--- src/design/p3g_pkg.sv ---
`timescale 1ns / 1ps
// ----------------------------------------------------------------------------
// p3g_pkg
// Shared types and constants for the pseudo-3D ground scroll / palette block.
// ----------------------------------------------------------------------------
package p3g_pkg;

    // Geometry defaults
    localparam int HORIZON_ROW_DEF = 96;
    localparam int LINE_LIMIT_DEF  = 240;

    // Frame and ramp constants
    localparam int PAD_TOP       = 64;
    localparam int START_PAD     = 2;
    localparam int CENTER_SCROLL = -32;
    localparam int SCROLL_MIN    = -64;
    localparam int SWAY_ROUND    = 512;
    localparam int SWAY_SHIFT    = 10;
    localparam int VANISH_SHR    = 3;
    localparam int ANIM_MUL      = 21;

    // Field widths
    localparam int COORD_W   = 16;
    localparam int LINE_W    = 8;
    localparam int HEIGHT_W  = 8;
    localparam int COLOR_W   = 12;
    localparam int INDEX_W   = 3;
    localparam int SCROLL_W  = 7;
    localparam int VANISH_W  = COORD_W - VANISH_SHR;
    localparam int DIFF_W    = 18;
    localparam int PROD_W    = COORD_W + DIFF_W;
    localparam int CFG_ADDR_W = 2;
    localparam int CFG_DATA_W = 12;

    localparam int S_TDATA_W = 4 * COORD_W + LINE_W;
    localparam int M_TDATA_W = 56;

    // Register reset values
    localparam logic [HEIGHT_W-1:0] SCREEN_HEIGHT_RST = 8'd224;
    localparam logic [COLOR_W-1:0]  LIGHT_COLOR_RST   = 12'd3206;
    localparam logic [COLOR_W-1:0]  DARK_COLOR_RST    = 12'd2114;

    typedef enum logic {
        CMD_FRAME = 1'b0,
        CMD_LINE  = 1'b1
    } t_cmd;

    typedef enum logic [CFG_ADDR_W-1:0] {
        REG_SCREEN_HEIGHT = 2'd0,
        REG_LIGHT_COLOR   = 2'd1,
        REG_DARK_COLOR    = 2'd2
    } t_cfg_reg;

    // Line classification captured when a query is accepted
    typedef struct packed {
        logic beyond;   // line at or below effective height
        logic above;    // line above the checker start row
    } t_line_flags;

endpackage

--- src/design/p3g_frame.sv ---
`timescale 1ns / 1ps
// ----------------------------------------------------------------------------
// p3g_frame
// Next-frame state: vertical scroll, horizon, start row, vanish offset and
// forward accumulator.
// ----------------------------------------------------------------------------
module p3g_frame #(
    parameter int HORIZON_ROW = p3g_pkg::HORIZON_ROW_DEF
) (
    input  logic signed [p3g_pkg::COORD_W-1:0]  i_pitch,
    input  logic signed [p3g_pkg::COORD_W-1:0]  i_vanish,
    input  logic        [p3g_pkg::COORD_W-1:0]  i_speed,
    input  logic        [p3g_pkg::COORD_W-1:0]  i_fwd,
    input  logic        [p3g_pkg::HEIGHT_W-1:0] i_height,
    output logic signed [p3g_pkg::COORD_W-1:0]  o_vscroll,
    output logic signed [p3g_pkg::COORD_W-1:0]  o_horizon,
    output logic        [p3g_pkg::HEIGHT_W-1:0] o_start_row,
    output logic signed [p3g_pkg::VANISH_W-1:0] o_vanish,
    output logic        [p3g_pkg::COORD_W-1:0]  o_fwd
);

    localparam int CW = p3g_pkg::COORD_W;

    logic signed [CW-1:0] half_pitch;
    logic signed [CW:0]   start_full;

    always_comb begin
        half_pitch = i_pitch >>> 1;
        o_vscroll  = signed'(CW'(p3g_pkg::PAD_TOP)) + half_pitch;
        // horizon = HORIZON_ROW + PAD_TOP - vscroll
        o_horizon  = signed'(CW'(HORIZON_ROW)) - half_pitch;
        start_full = (CW+1)'(o_horizon) + signed'((CW+1)'(p3g_pkg::START_PAD));
        if (start_full < 0) begin
            o_start_row = '0;
        end else if (start_full > signed'({{(CW+1-p3g_pkg::HEIGHT_W){1'b0}}, i_height})) begin
            o_start_row = i_height;
        end else begin
            o_start_row = start_full[p3g_pkg::HEIGHT_W-1:0];
        end
        o_vanish = i_vanish[CW-1:p3g_pkg::VANISH_SHR];
        o_fwd    = i_fwd + CW'(i_speed * CW'(p3g_pkg::ANIM_MUL));
    end

endmodule

--- src/design/p3g_palette.sv ---
`timescale 1ns / 1ps
// ----------------------------------------------------------------------------
// p3g_palette
// Checker palette entry: light, dark or quarter-step blend, rotated by band.
// ----------------------------------------------------------------------------
module p3g_palette (
    input  logic [p3g_pkg::COLOR_W-1:0] i_light,
    input  logic [p3g_pkg::COLOR_W-1:0] i_dark,
    input  logic [2:0]                  i_band,
    input  logic [1:0]                  i_sub,
    input  logic [p3g_pkg::INDEX_W-1:0] i_index,
    output logic [p3g_pkg::COLOR_W-1:0] o_color
);

    // Per channel a + floor((b - a) * num / 4); channels at bits 1, 5 and 9
    function automatic logic [p3g_pkg::COLOR_W-1:0] blend(
        input logic [p3g_pkg::COLOR_W-1:0] a,
        input logic [p3g_pkg::COLOR_W-1:0] b,
        input logic [1:0]                  num
    );
        logic [p3g_pkg::COLOR_W-1:0] res;
        logic signed [4:0] av;
        logic signed [4:0] bv;
        logic signed [4:0] d;
        logic signed [6:0] p;
        logic signed [6:0] c;
        res = '0;
        for (int ch = 0; ch < 3; ch++) begin
            av = signed'({2'b00, a[ch*4+1 +: 3]});
            bv = signed'({2'b00, b[ch*4+1 +: 3]});
            d  = bv - av;
            p  = 7'(d) * signed'({5'b00000, num});
            c  = 7'(av) + (p >>> 2);
            res[ch*4+1 +: 3] = c[2:0];
        end
        return res;
    endfunction

    logic [p3g_pkg::INDEX_W-1:0] q;

    always_comb begin
        q = i_index + i_band;
        unique case (q)
            3'd0, 3'd1, 3'd2: o_color = i_light;
            3'd3:             o_color = blend(i_light, i_dark, i_sub);
            3'd4, 3'd5, 3'd6: o_color = i_dark;
            3'd7:             o_color = blend(i_dark, i_light, i_sub);
            default:          o_color = i_light;
        endcase
    end

endmodule

--- src/design/p3g_ramp.sv ---
`timescale 1ns / 1ps
// ----------------------------------------------------------------------------
// p3g_ramp
// Scanline horizontal scroll from the registered sway product.
// ----------------------------------------------------------------------------
module p3g_ramp (
    input  logic signed [p3g_pkg::PROD_W-1:0]   i_product,
    input  logic signed [p3g_pkg::VANISH_W-1:0] i_vanish,
    input  p3g_pkg::t_line_flags                i_flags,
    output logic signed [p3g_pkg::SCROLL_W-1:0] o_line_scroll
);

    localparam int PW = p3g_pkg::PROD_W;
    localparam int SW = PW - p3g_pkg::SWAY_SHIFT;
    localparam int FW = SW + 3;

    logic signed [PW-1:0] acc;
    logic signed [SW-1:0] shifted;
    logic signed [FW-1:0] full;

    always_comb begin
        acc     = i_product + signed'(PW'(p3g_pkg::SWAY_ROUND));
        shifted = acc[PW-1:p3g_pkg::SWAY_SHIFT];
        full    = signed'(FW'(p3g_pkg::CENTER_SCROLL)) - FW'(shifted) - FW'(i_vanish);
        if (i_flags.beyond) begin
            o_line_scroll = '0;
        end else if (i_flags.above) begin
            o_line_scroll = p3g_pkg::SCROLL_W'(p3g_pkg::CENTER_SCROLL);
        end else if (full < signed'(FW'(p3g_pkg::SCROLL_MIN))) begin
            o_line_scroll = p3g_pkg::SCROLL_W'(p3g_pkg::SCROLL_MIN);
        end else if (full > 0) begin
            o_line_scroll = '0;
        end else begin
            o_line_scroll = full[p3g_pkg::SCROLL_W-1:0];
        end
    end

endmodule

--- src/design/pseudo3d_ground_scroll_palette_gen.sv ---
`timescale 1ns / 1ps
// ----------------------------------------------------------------------------
// pseudo3d_ground_scroll_palette_gen
// Pseudo-3D ground: per-frame horizon / checker palette, per-line scroll.
// ----------------------------------------------------------------------------
// A frame update (tuser = 0) is absorbed into the frame state at the edge it
// is accepted and then yields 8 palette results, one per cycle while the
// output is not stalled, from a 3-bit entry counter in the issue stage; the
// input is held off while the first seven entries issue and a new item can
// be taken with the eighth. A line query (tuser = 1) is accepted every cycle
// while the output is not stalled and yields one result. The sway multiply
// is done at acceptance into the issue register, the rounding and clamp into
// the output register; a new item can enter an empty issue register while a
// result waits. Configuration is written through the cfg channel; the user
// must write it only while the block is idle; the block does not enforce this.
// ----------------------------------------------------------------------------
module pseudo3d_ground_scroll_palette_gen #(
    parameter int HORIZON_ROW = p3g_pkg::HORIZON_ROW_DEF,
    parameter int LINE_LIMIT  = p3g_pkg::LINE_LIMIT_DEF
) (
    input  logic                              i_clk,
    input  logic                              i_rst_n,
    // stream in
    input  logic                              i_s_tvalid,
    output logic                              o_s_tready,
    // sway_x[15:0], pitch_y[31:16], vanish_x[47:32], speed[63:48], line[71:64]
    input  logic [p3g_pkg::S_TDATA_W-1:0]     i_s_tdata,
    // cmd[0]
    input  logic                              i_s_tuser,
    // stream out
    output logic                              o_m_tvalid,
    input  logic                              i_m_tready,
    // vertical_scroll[15:0], horizon_row[31:16], pal_index[34:32],
    // pal_color[46:35], line_scroll[53:47], zero[55:54]
    output logic [p3g_pkg::M_TDATA_W-1:0]     o_m_tdata,
    // beyond_screen[0]
    output logic                              o_m_tuser,
    output logic                              o_m_tlast,
    // configuration write
    input  logic                              i_cfg_valid,
    output logic                              o_cfg_ready,
    input  logic [p3g_pkg::CFG_ADDR_W-1:0]    i_cfg_addr,
    input  logic [p3g_pkg::CFG_DATA_W-1:0]    i_cfg_data
);

    localparam int CW = p3g_pkg::COORD_W;
    localparam int HW = p3g_pkg::HEIGHT_W;
    localparam int LW = p3g_pkg::LINE_W;
    localparam int KW = p3g_pkg::INDEX_W;
    localparam int DW = p3g_pkg::DIFF_W;
    localparam int PW = p3g_pkg::PROD_W;
    localparam int VW = p3g_pkg::VANISH_W;

    // configuration
    logic [HW-1:0]               r_screen_height;
    logic [p3g_pkg::COLOR_W-1:0] r_light;
    logic [p3g_pkg::COLOR_W-1:0] r_dark;

    // frame state
    logic [CW-1:0]        r_fwd;
    logic signed [CW-1:0] r_horizon;
    logic signed [CW-1:0] r_vscroll;
    logic [HW-1:0]        r_start_row;
    logic signed [VW-1:0] r_vanish;
    logic signed [CW-1:0] r_sway;

    // issue stage
    logic                 r_a_valid;
    p3g_pkg::t_cmd        r_a_cmd;
    logic [KW-1:0]        r_a_k;
    logic signed [PW-1:0] r_a_prod;
    p3g_pkg::t_line_flags r_a_flags;

    // output register
    logic                           r_m_valid;
    logic [p3g_pkg::M_TDATA_W-1:0]  r_m_tdata;
    logic                           r_m_tuser;
    logic                           r_m_tlast;

    logic                 out_free;
    logic                 a_done;
    logic                 s_accept;
    p3g_pkg::t_cmd        s_cmd;
    logic [HW-1:0]        eff_height;
    logic [LW-1:0]        s_line;
    logic signed [DW-1:0] s_diff;
    p3g_pkg::t_line_flags s_flags;

    logic signed [CW-1:0] n_vscroll;
    logic signed [CW-1:0] n_horizon;
    logic [HW-1:0]        n_start_row;
    logic signed [VW-1:0] n_vanish;
    logic [CW-1:0]        n_fwd;

    logic [p3g_pkg::COLOR_W-1:0]  pal_color;
    logic signed [p3g_pkg::SCROLL_W-1:0] ramp_scroll;

    assign o_cfg_ready = 1'b1;

    assign eff_height = ({1'b0, r_screen_height} > (HW+1)'(LINE_LIMIT)) ?
                        HW'(LINE_LIMIT) : r_screen_height;

    assign out_free   = !r_m_valid || i_m_tready;
    assign a_done     = r_a_valid && out_free &&
                        ((r_a_cmd == p3g_pkg::CMD_LINE) || (r_a_k == KW'(7)));
    assign o_s_tready = !r_a_valid || a_done;
    assign s_accept   = i_s_tvalid && o_s_tready;
    assign s_cmd      = p3g_pkg::t_cmd'(i_s_tuser);
    assign s_line     = i_s_tdata[4*CW +: LW];

    always_comb begin
        s_diff         = signed'(DW'(s_line)) - DW'(r_horizon);
        s_flags.beyond = (s_line >= eff_height);
        s_flags.above  = (s_line < r_start_row);
    end

    p3g_frame #(
        .HORIZON_ROW (HORIZON_ROW)
    ) u_frame (
        .i_pitch     (i_s_tdata[CW +: CW]),
        .i_vanish    (i_s_tdata[2*CW +: CW]),
        .i_speed     (i_s_tdata[3*CW +: CW]),
        .i_fwd       (r_fwd),
        .i_height    (eff_height),
        .o_vscroll   (n_vscroll),
        .o_horizon   (n_horizon),
        .o_start_row (n_start_row),
        .o_vanish    (n_vanish),
        .o_fwd       (n_fwd)
    );

    p3g_palette u_palette (
        .i_light (r_light),
        .i_dark  (r_dark),
        .i_band  (r_fwd[10:8]),
        .i_sub   (r_fwd[7:6]),
        .i_index (r_a_k),
        .o_color (pal_color)
    );

    p3g_ramp u_ramp (
        .i_product     (r_a_prod),
        .i_vanish      (r_vanish),
        .i_flags       (r_a_flags),
        .o_line_scroll (ramp_scroll)
    );

    // configuration registers
    always_ff @(posedge i_clk) begin
        if (!i_rst_n) begin
            r_screen_height <= p3g_pkg::SCREEN_HEIGHT_RST;
            r_light         <= p3g_pkg::LIGHT_COLOR_RST;
            r_dark          <= p3g_pkg::DARK_COLOR_RST;
        end else if (i_cfg_valid) begin
            unique case (i_cfg_addr)
                p3g_pkg::REG_SCREEN_HEIGHT: r_screen_height <= i_cfg_data[HW-1:0];
                p3g_pkg::REG_LIGHT_COLOR:   r_light         <= i_cfg_data;
                p3g_pkg::REG_DARK_COLOR:    r_dark          <= i_cfg_data;
                default: ;
            endcase
        end
    end

    // frame state, updated as a frame update is accepted
    always_ff @(posedge i_clk) begin
        if (!i_rst_n) begin
            r_fwd       <= '0;
            r_horizon   <= CW'(HORIZON_ROW);
            r_vscroll   <= CW'(p3g_pkg::PAD_TOP);
            r_start_row <= HW'(HORIZON_ROW + p3g_pkg::START_PAD);
            r_vanish    <= '0;
            r_sway      <= '0;
        end else if (s_accept && (s_cmd == p3g_pkg::CMD_FRAME)) begin
            r_fwd       <= n_fwd;
            r_horizon   <= n_horizon;
            r_vscroll   <= n_vscroll;
            r_start_row <= n_start_row;
            r_vanish    <= n_vanish;
            r_sway      <= signed'(i_s_tdata[CW-1:0]);
        end
    end

    // issue stage control
    always_ff @(posedge i_clk) begin
        if (!i_rst_n) begin
            r_a_valid <= 1'b0;
            r_a_k     <= '0;
        end else if (s_accept) begin
            r_a_valid <= 1'b1;
            r_a_k     <= '0;
        end else if (a_done) begin
            r_a_valid <= 1'b0;
            r_a_k     <= '0;
        end else if (r_a_valid && out_free) begin
            r_a_k     <= r_a_k + KW'(1);
        end
    end

    // issue stage payload; sway product taken against the current frame state
    always_ff @(posedge i_clk) begin
        if (s_accept) begin
            r_a_cmd   <= s_cmd;
            r_a_prod  <= PW'(r_sway) * PW'(s_diff);
            r_a_flags <= s_flags;
        end
    end

    // output register
    always_ff @(posedge i_clk) begin
        if (!i_rst_n) begin
            r_m_valid <= 1'b0;
        end else if (out_free) begin
            r_m_valid <= r_a_valid;
        end
    end

    always_ff @(posedge i_clk) begin
        if (r_a_valid && out_free) begin
            if (r_a_cmd == p3g_pkg::CMD_FRAME) begin
                r_m_tdata <= {2'b00, p3g_pkg::SCROLL_W'(0), pal_color, r_a_k,
                              r_horizon, r_vscroll};
                r_m_tuser <= 1'b0;
                r_m_tlast <= (r_a_k == KW'(7));
            end else begin
                r_m_tdata <= {2'b00, ramp_scroll, p3g_pkg::COLOR_W'(0), KW'(0),
                              r_horizon, r_vscroll};
                r_m_tuser <= r_a_flags.beyond;
                r_m_tlast <= 1'b1;
            end
        end
    end

    assign o_m_tvalid = r_m_valid;
    assign o_m_tdata  = r_m_tdata;
    assign o_m_tuser  = r_m_tuser;
    assign o_m_tlast  = r_m_tlast;

    // a beyond-screen result is always a single-result query
    a_beyond_last: assert property (@(posedge i_clk) disable iff (!i_rst_n)
        (o_m_tvalid && o_m_tuser) |-> o_m_tlast)
        else $error("beyond_screen without tlast");

    // non-final results are palette entries with no scroll
    a_mid_frame: assert property (@(posedge i_clk) disable iff (!i_rst_n)
        (o_m_tvalid && !o_m_tlast) |-> (o_m_tdata[53:47] == 7'd0 && !o_m_tuser))
        else $error("non-final result carries line data");

    // clamped scroll never positive
    a_scroll_range: assert property (@(posedge i_clk) disable iff (!i_rst_n)
        o_m_tvalid |-> (o_m_tdata[53] || (o_m_tdata[53:47] == 7'd0)))
        else $error("line_scroll above zero");

    // entry counter only runs for a frame update held in the issue stage
    a_counter_frame: assert property (@(posedge i_clk) disable iff (!i_rst_n)
        (r_a_k != '0) |-> (r_a_valid && (r_a_cmd == p3g_pkg::CMD_FRAME)))
        else $error("entry counter running outside a frame update");

    // an accepted frame update starts at entry zero
    a_frame_start: assert property (@(posedge i_clk) disable iff (!i_rst_n)
        (s_accept && (s_cmd == p3g_pkg::CMD_FRAME)) |=> (r_a_valid && (r_a_k == '0)))
        else $error("frame update not started at entry zero");

endmodule
--- config.mk ---
export PLATFORM = sky130hd
export DESIGN_NAME = pseudo3d_ground_scroll_palette_gen
export DESIGN_NICKNAME = d
export VERILOG_FILES = /design/src/design/p3g_pkg.sv /design/src/design/p3g_frame.sv /design/src/design/p3g_palette.sv /design/src/design/p3g_ramp.sv /design/src/design/pseudo3d_ground_scroll_palette_gen.sv
export SDC_FILE = /design/constraint.sdc
export NUM_CORES = 1
export LEC_CHECK = 0
export ABC_AREA = 1
export BUFFER_PORTS_ARGS = -buffer_cell sky130_fd_sc_hd__buf_2
export CORE_ASPECT_RATIO = 0.9
export CORE_MARGIN = 1.5
export CORE_UTILIZATION = 55
export DETAILED_ROUTE_END_ITERATION = 16
export PLACE_DENSITY = 0.73
export RECOVER_POWER = 25
export SYNTH_ARGS = -nofsm -noshare
export SYNTH_HDL_FRONTEND = slang
export SYNTH_SLANG_ARGS = --single-unit
export TNS_END_PERCENT = 30
--- constraint.sdc ---
create_clock -name i_clk -period 21.9 [get_ports i_clk]
set_input_delay 0 -clock i_clk [delete_from_list [all_inputs] [get_ports i_clk]]
set_output_delay 0 -clock i_clk [all_outputs]
set_load 0.01 [all_outputs]
==> results.md, run 1 <==
- CTS sink cnt: 198
- Share of cells above drive strength 1: 5.87%
- Setup repair after global routing missed its margin: false
- Chip Height: 203 um
- Gr usage total: 29.0%
- CP arrival: 8970 ps
- 1st-pass router iterations: 5
- Avg Synthesized Cell Area: 8.03 um^2
- Synth cell types: 57
- Starting density of the core: 56.2%
- Hold_buf cts: 61
- First-pass GRT wire length: 105 mm
- Final Instance Area: 0.0267 mm^2
- H-Tree Depth: 4
- Final setup fails: 0
- Most Used Layer, Global Route: met2
- TritonCTS buffer count: 17
- Sequential area share after synthesis: 19.7%
- Port Buffers: 140
- Post-CTS Resized: 0
- Post-Synthesis Cells: 3030
- Critical Path RT: 22110 ps
- Number of enable flip-flop cells after synthesis: 82
- Max Freq: 0.114 GHz
- Worst path slowest cell: fa_1
- Slew @ Worst Pin: 1180 ps
- Max-slew violations: 0
- Post-placement cell area: 0.0255 mm^2
- CTS tree: yes
- Ys async rst share: 0%
- Status: complete, no violations
- Setup bufs post-CTS: 0
- Vias in the first global route: 21000
- Clk buf depth: 2
- Nets@finish: 3830
- Peak VDD IR: 136 uV
- Met1 usage: 39.3%
- CP peak stage delay: 900 ps
- XOR/XNOR share of the synthesized area: 4.21%
- Total congestion overflow: 0
- Yosys reg bits: 198
- Clock Root Buffer: clkbuf_16
- Routed vias: 20200
- Largest family of logic cells by synthesized area: adder cells
- Routed vias/inst: 5.32
- Boundary Pins: 153
- Hold_ws: 29.5 ps
- Crit path launch type: register
- Leak pwr: 13.1 nW
- Final HPWL from detailed placement: 50.8 mm
- M2 GR Usage: 47.0%
- Post-synthesis compound-gate area fraction: 9.09%
- Total Neg Setup Slack: 0 ps
- Final hold vios: 0
- Global placement routability congestion: 0.928
- Number of routed nets with antenna violations: 0
- Final wirelength: 62.8 mm
- CP Class: reg -> reg
- Final Critical Period: 8760 ps
- Die Wd: 225 um
- Min-delay worst type: in -> reg
- Clock Latency Late Sink: 470 ps
- Die area: 0.0455 mm^2
- Met3 usage: 6.03%
- Detailed Route Iter0 Violations: 1340
- Max Cap Violations: 0
- Worst clock skew: 19.7 ps
- Mux cell area share after synthesis: 0%
- Core outline area: 0.0433 mm^2
- Initial antenna violation count: 1
- Antenna Cells: 0
- PwrDens: 131 mW/mm^2
- Largest net degree at the start of global routing: 75
- Final period util: 40.0%
- Clk slew on worst S/H paths: 80 ps
- Per-cell routed wire length: 16.5 um
- Top_reg_cell synth: dfxtp_1
- Nature of the critical path endpoint: register
- Relative slew margins: 20.6%
- Power Total: 3.51 mW
- # DRC: 0
- Maximum fanout along the worst path: 12
- Cell row count: 72
- Post-Synth Adder-Cell Area: 37.7%
- Warnings, synthesis: 0
- Final Core Density: 61.6%
- Post-Synth Simple-Gate Area: 17.5%
- Synth Cell Area: 0.0243 mm^2
- Area growth, synth to finish: 9.65%
cell usage after synthesis, types with 6 or more instances:
cell	instances	area, um^2
a21oi_1	187	936
xor2_1	59	517
nor3_1	33	165
o211ai_1	21	158
o21ai_1	7	35.0
o21a_1	9	67.6
nor2_1	302	1130
nor2_2	11	68.8
or2_2	7	43.8
nand2_1	470	1760
nand2_2	13	81.3
buf_2	7	35.0
nand4_1	28	175
clkbuf_1	52	195
inv_1	676	2540
ha_1	239	2990
o21ai_0	144	721
fa_1	309	6190
clkinv_1	8	30.0
dfxtp_1	116	2320
inv_2	7	26.3
buf_4	6	45.0
o21bai_1	7	52.6
xnor2_1	58	508
nand3_1	107	536
nor4_1	6	37.5
edfxtp_1	82	2460
registers in the layout, indices dropped and copies added, names as in the netlist:
signal	cells
r_horizon	16
o_m_tvalid	1
r_fwd	11
r_vanish	13
r_a_flags	2
r_vscroll	15
r_a_prod	24
r_dark	12
r_start_row	8
o_m_tuser	1
o_m_tdata	53
r_a_k	3
r_screen_height	8
r_a_cmd	1
o_m_tlast	1
r_light	12
r_a_valid	1
r_sway	16
cells in the final DEF (no fill, tap or decap), types with 5 or more instances in the layout:
| cell | n |
|---|---|
| inv_8 | 5 |
| or2_2 | 7 |
| dfxtp_1 | 116 |
| inv_2 | 9 |
| edfxtp_1 | 82 |
| nand2_1 | 470 |
| buf_4 | 6 |
| o21bai_1 | 7 |
| buf_2 | 90 |
| o21a_1 | 9 |
| nor4_1 | 6 |
| dlygate4sd3_1 | 61 |
| o21ai_0 | 143 |
| nand2_2 | 13 |
| clkinv_1 | 8 |
| nor2_1 | 301 |
| o21ai_1 | 8 |
| nor2_2 | 11 |
| a21oi_1 | 187 |
| clkbuf_1 | 50 |
| xnor2_1 | 58 |
| fa_1 | 309 |
| xor2_1 | 59 |
| nand4_1 | 28 |
| ha_1 | 239 |
| o211ai_1 | 21 |
| nand3_1 | 107 |
| inv_1 | 674 |
| nor3_1 | 33 |
| clkbuf_16 | 17 |
worst paths after layout:
| kind | start | to | slack, ps | cells past startpoint |
|---|---|---|---|---|
| worst min register to register | r_vscroll[1]$_SDFFE_PN0P_ | o_m_tdata[1]$_DFFE_PP_ | 430 | 0 |
| worst min-delay path | i_s_tdata[27] | r_vscroll[10]$_SDFFE_PN0P_ | 30 | 5 |
| worst max-delay path | r_horizon[0]$_SDFFE_PN0P_ | r_a_prod[31]$_DFFE_PP_ | 13140 | 35 |
| worst max register to register | r_horizon[0]$_SDFFE_PN0P_ | r_a_prod[31]$_DFFE_PP_ | 13140 | 35 |
power by group:
group | internal [mW] | leakage [nW] | switching (mW) | total [mW]
sequential | 0.517 | 1.73 | 0.0384 | 0.556
clock | 0.156 | 0.294 | 0.162 | 0.318
combinational | 0.968 | 11.0 | 1.66 | 2.63
critical path, delay by kind of cell (launching register included):
| kind | cells | cell delay (ps) |
|---|---|---|
| AO/OA/AOI/OAI | 2 | 240 |
| buffers and inverters | 7 | 700 |
| flip-flops | 1 | 380 |
| XOR/XNOR | 1 | 80 |
| AND/OR/NAND/NOR | 16 | 2320 |
| adder cells (fa/ha/maj) | 9 | 4780 |
metrics by stage:
step	setup WS [ps]	std cells
floorplan	14470	3031
global route	12450	3795
CTS	13140	3795
global placement	13320	3702
detailed placement	13190	3702
finish	13140	3795
metal layers:
metal  wire length [um]  part of all wire [%]  vias up
met1              28000                    45     9651
met3               4900                   7.8      102
li1                   -                     -     9710
met5                  0                     0        -
met2              28400                    45      717
met4               1430                   2.3        0
final cells by class:
type	instances	area, um^2
clock buffer	18	439
clock inverter	14	154
fill	3851	16600
inverter	691	2590
multi-input combinational	2075	16700
sequential	198	4780
tap	592	741
timing repair buffer	207	1290
kinds of logic (layout without fill, tap and decap cells):
group / after synthesis / in the layout
buf+inv: 758 / 930
simple gates: 1003 / 1003
fa+ha+maj: 548 / 548
xor+xnor: 117 / 117
flops: 198 / 198
other cells: 2 / 3
compound gates: 404 / 404
No activity file was read; power rests on OpenSTA's default activity.
==> run 2: changes to the inputs <==
--- a/config.mk
+++ b/config.mk
@@ -11,7 +11,7 @@
 export CORE_MARGIN = 1.5
 export CORE_UTILIZATION = 55
 export DETAILED_ROUTE_END_ITERATION = 16
-export PLACE_DENSITY = 0.73
+export PLACE_DENSITY = 0.76
 export RECOVER_POWER = 25
 export SYNTH_ARGS = -nofsm -noshare
 export SYNTH_HDL_FRONTEND = slang
==> constraint.sdc (replaced) <==
create_clock -name i_clk -period 7.8 [get_ports i_clk]
set_input_delay 0 -clock i_clk [delete_from_list [all_inputs] [get_ports i_clk]]
set_output_delay 0 -clock i_clk [all_outputs]
set_load 0.01 [all_outputs]
==> run 2 against run 1 <==
Against the previous run:
- die area stayed put
- cell area grew 3.0%
- maximum frequency is 17% higher
- global-route usage up 0.44 points
- critical endpoint is now r_a_prod[32]$_DFFE_PP_
- highest routed layer unchanged
- utilization increased by 1.9 points
- sequential power rose to 2.8 times the previous value
- first-iteration DRC count up 30%
- total power rose to 3.1 times the previous value
==> results.md, run 2 (same netlist as run 1, synthesis figures left out) <==
- CP delay by family, top: adder cells
- Switching pwr: 5.67 mW
- Clock power frac: 8.7%
- Area growth, synth to finish: 13.0%
- Slew @ Worst Pin: 1020 ps
- Met1 usage: 40.1%
- Boundary Pins: 153
- Die Wd: 225 um
- Largest net degree at the start of global routing: 94
- Nature of the critical path endpoint: register
- Core outline area: 0.0433 mm^2
- First-pass GRT wire length: 106 mm
- Seq pwr share: 14.4%
- Routed vias/inst: 5.42
- Routed vias: 20800
- Per-cell routed wire length: 16.9 um
- Leak pwr: 13.4 nW
- Most common cell after layout, fill and taps aside: inv_1
- Final wirelength: 65.1 mm
- Maximum fanout along the worst path: 9
- Status: complete, no violations
- Peak VDD IR: 393 uV
- Final Core Density: 63.5%
- Chip Height: 203 um
- Max Cap Violations: 0
- Vias in the first global route: 21200
- CP arrival: 7700 ps
- Final Critical Period: 7500 ps
- Commonest non-fill, non-tap cells in the layout: inv_1 (670), nand2_1 (463), fa_1 (304)
- Final HPWL from detailed placement: 52.1 mm
- Fin cells: 3845
- Relative slew margins: 32.1%
- Total congestion overflow: 0
- Place WS: 103 ps
- Critical Path RT: 8000 ps
- Initial antenna violation count: 2
- Final setup fails: 0
- Starting density of the core: 56.2%
- Min-delay worst type: in -> reg
- Clock Latency Late Sink: 490 ps
- Max Freq: 0.133 GHz
- CP Class: reg -> reg
- Int Power: 5.22 mW
- Number of buffers and inverters on the critical path: 5
- Most Used Layer, Global Route: met2
- Final setup margin: 297 ps
- Final Instance Area: 0.0275 mm^2
- Share of cells above drive strength 1: 9.44%
- Post-placement cell area: 0.0258 mm^2
- TritonCTS buffer count: 17
- PwrDens: 396 mW/mm^2
- Gr usage total: 29.4%
- Met3 usage: 5.48%
- Worst path slowest cell: fa_2
- # placed instances: 3739
- Final period util: 96.2%
- Max reg flops: 53
- Nets@finish: 3878
- Worst clock skew: 19.8 ps
- Port Buffers: 140
- Final hold vios: 0
- Max-slew violations: 0
- Net switching share of the total power: 52.1%
- H-Tree Depth: 4
- Cell row count: 72
- Crit path launch type: register
- Clk slew on worst S/H paths: 90 ps
- CP peak stage delay: 640 ps
- M2 GR Usage: 48.1%
- Clock Root Buffer: clkbuf_16
- Crit-path most repeated cell: nand2_1
- CTS tree: yes
- Number of routed nets with antenna violations: 0
- CTS sink cnt: 198
- Fillers: 3667
- # DRC: 0
- Detailed Route Iter0 Violations: 1747
- Global placement routability congestion: 0.927
- Clk buf depth: 2
- Power Total: 10.9 mW
- Die area: 0.0455 mm^2
- 1st-pass router iterations: 6
- Comb pwr share: 77.0%
[run 2: cell types whose count changed in the layout (fill, tap and decap cells not counted), sizes merged]
cell and change:
buf +56, clkbuf -9, diode +2, clkinvlp +1
[run 2: final cells by class]
cell class	count	area [um^2]	share of cell area, %
repair buffers	255	1690	6.13
flip-flops and latches	198	4790	17.4
multi-input cells	2075	17000	62.0
well taps	592	741	2.69
clock buffers	17	425	1.55
diodes	2	5.00	0.0182
clock inverters	15	206	0.751
inverters	691	2600	9.46
[run 2: worst reg2reg max path, delay by kind of cell, from the launching register on]
family / cells / cell delay [ps]
adders and majority gates: 9 / 3920
buffers and inverters: 5 / 540
AOI/OAI and AO/OA: 6 / 970
DFF: 1 / 340
xor gates and xnor gates: 1 / 140
and+or+nand+nor: 12 / 1290
[run 2: power groups by stage]
stage                     Clock [mW]  Combinational (mW)  Sequential (mW)
after floorplan                    0                5.48             1.55
after global placement             0                7.31             1.58
after detailed placement           0                7.47             1.58
after CTS                      0.953                7.55             1.56
after global routing           0.986                9.44             1.58
final                          0.942                8.38             1.57
[run 2: final timing paths]
check	cells past startpoint	start	slack (ps)	endpoint
min reg2reg	0	r_vscroll[3]$_SDFFE_PN0P_	440	o_m_tdata[3]$_DFFE_PP_
max reg2reg	33	r_horizon[0]$_SDFFE_PN0P_	300	r_a_prod[32]$_DFFE_PP_
max	33	r_horizon[0]$_SDFFE_PN0P_	300	r_a_prod[32]$_DFFE_PP_
min	5	i_s_tdata[49]	50	r_fwd[1]$_SDFFE_PN0P_
[run 2: metal layers]
layer  vias up  share of wire [%]
li1       9808                  -
met1      9975                 43
met2       933                 46
met3       118                9.1
met4         0                2.3
met5         -                  0
[run 2: per-stage QoR]
stage               setup TNS (ps)  hold slack, ps
finish                           0            49.6
global route                  -174            96.5
CTS                              0            8.85
detailed placement               0             245
global placement                 0             241
floorplan                        0            98.9
[run 2: what timing repair did]
action / CTS / global route
endpoints found under the hold margin: 87 / 0
buffers inserted: 0 / 11
gates resized for setup: 0 / 87
hold buffers: 61 / 0
setup endpoints to repair: 0 / 16
==> run 3: changes to the inputs <==
--- a/config.mk
+++ b/config.mk
@@ -11,6 +11,7 @@
 export CORE_MARGIN = 1.5
 export CORE_UTILIZATION = 55
 export DETAILED_ROUTE_END_ITERATION = 16
+export GPL_TIMING_DRIVEN = 0
 export PLACE_DENSITY = 0.76
 export RECOVER_POWER = 25
 export SYNTH_ARGS = -nofsm -noshare
==> run 3 against run 2 <==
Against the previous run:
- non-clock buffer count is 49 higher
- maximum frequency is 0.53% lower
- clock power is 10% lower
- highest routed layer unchanged
- largest cell class unchanged
- routed wire length is 8.2% higher
- sequential share of layout area is 0.17 points lower
- first-iteration DRC count is 5.1% lower
- die area stayed put
- global-route usage is 2.1 points higher
- setup slack worse by 40 ps
==> results.md, run 3 (same netlist as run 1, synthesis figures left out) <==
- Final HPWL from detailed placement: 57.1 mm
- Global placement routability congestion: 0.984
- Slew @ Worst Pin: 1200 ps
- Crit path launch type: register
- Gr usage total: 31.5%
- CTS sink cnt: 198
- Clock power frac: 7.6%
- Setup repair after global routing missed its margin: true
- Final Critical Period: 7540 ps
- TritonCTS buffer count: 17
- CP arrival: 7770 ps
- Starting density of the core: 56.2%
- Largest net degree at the start of global routing: 41
- Core outline area: 0.0433 mm^2
- Maximum fanout along the worst path: 5
- Int Power: 5.35 mW
- Fin cells: 3892
- Per-cell routed wire length: 18.1 um
- Critical Path RT: 8030 ps
- Total Neg Setup Slack: 0 ps
- 1st-pass router iterations: 6
- Hold_ws: 60.8 ps
- Post-placement cell area: 0.0258 mm^2
- Clk slew on worst S/H paths: 80 ps
- Final period util: 96.7%
- Min-delay worst type: in -> reg
- Final Instance Area: 0.0278 mm^2
- Comb pwr share: 78.5%
- Worst path slowest cell: fa_2
- Max-slew violations: 0
- Leak pwr: 13.5 nW
- Seq pwr share: 13.9%
- Peak VDD IR: 479 uV
- Chip Height: 203 um
- Final Core Density: 64.1%
- CTS tree: yes
- Die area: 0.0455 mm^2
- Clk buf depth: 2
- Final wirelength: 70.4 mm
- Commonest non-fill, non-tap cells in the layout: inv_1 (662), nand2_1 (448), fa_1 (300)
- H-Tree Depth: 4
- Max Cap Violations: 0
- Final hold vios: 0
- Die Wd: 225 um
- Routed vias/inst: 5.46
- Antenna Cells: 0
- Crit-path most repeated cell: inv_2
- PwrDens: 399 mW/mm^2
- Routed vias: 21200
- Relative slew margins: 19.4%
- CP peak stage delay: 600 ps
- Most common cell after layout, fill and taps aside: inv_1
- Total congestion overflow: 0
- Max Freq: 0.133 GHz
- Final setup fails: 0
- Clock Latency Late Sink: 480 ps
- Cell row count: 72
- Switching pwr: 5.74 mW
- CP Class: reg -> reg
- Boundary Pins: 153
- Nature of the critical path endpoint: register
- Status: complete, no violations
- # DRC: 0
- Initial antenna violation count: 0
- Nets@finish: 3927
- Area growth, synth to finish: 14.1%
- Max reg flops: 53
- Net switching share of the total power: 51.8%
- Detailed Route Iter0 Violations: 1658
- First-pass GRT wire length: 111 mm
- Clock Root Buffer: clkbuf_16
- Worst clock skew: 12.1 ps
- Share of cells above drive strength 1: 11.4%
- Fillers: 3718
- # placed instances: 3762
- Vias in the first global route: 21000
- Number of routed nets with antenna violations: 0
- Port Buffers: 138
-- run 3: power by group through the flow --
stage | clock, mW | sequential (mW) | combinational [mW]
floorplan | 0 | 1.55 | 5.48
global placement | 0 | 1.56 | 7.10
detailed placement | 0 | 1.56 | 7.23
CTS | 0.848 | 1.54 | 7.61
global route | 0.894 | 1.56 | 9.74
finish | 0.846 | 1.54 | 8.70
-- run 3: path summary, 6_finish.rpt --
| check | startpoint | end | slack, ps | cells past startpoint |
|---|---|---|---|---|
| max reg2reg | r_horizon[3]$_SDFFE_PN0P_ | r_a_prod[31]$_DFFE_PP_ | 260 | 37 |
| min reg2reg | r_vscroll[11]$_SDFFE_PN0P_ | o_m_tdata[11]$_DFFE_PP_ | 430 | 0 |
| max | r_horizon[3]$_SDFFE_PN0P_ | r_a_prod[31]$_DFFE_PP_ | 260 | 37 |
| min | i_s_tdata[49] | r_fwd[1]$_SDFFE_PN0P_ | 60 | 5 |
-- run 3: layer usage --
metal,GRT usage [%],vias up,wire [um]
li1,-,9906,-
met1,44.4,10300,31100
met2,49.2,947,31200
met3,6.82,115,6460
met4,8.89,0,1580
met5,0,-,0
-- run 3: worst max-delay path: cells and delay by family, from the launching register on --
kind / cells / cell delay, ps
buf+inv: 11 / 990
flops: 1 / 390
xor+xnor: 1 / 80
compound gates: 3 / 460
fa+ha+maj: 8 / 3900
simple gates: 14 / 1440
-- run 3: final cells by class --
class	count	area [um^2]	area share, %
tap	592	741	2.67
inverter	691	2620	9.45
multi-input combinational	2075	17100	61.7
clock buffer	23	470	1.69
timing repair buffer	237	1630	5.88
buffer	67	305	1.10
clock inverter	9	68.8	0.248
sequential	198	4790	17.3
-- run 3: through the flow --
step,total power [mW],setup slack [ps]
finish,11.1,256
global route,12.2,-64.9
CTS,10.0,2.95
detailed placement,8.79,-985
global placement,8.66,-822
floorplan,7.03,370
-- run 3: what timing repair did --
action | 4_1_cts | 5_1_grt
buffers inserted | 7 | 28
resized for setup | 40 | 108
cloned | 0 | 1
setup endpoints to repair | 14 | 16
hold endpoints to repair | 86 | 1
pin swaps | 8 | 52
hold buffers | 61 | 1
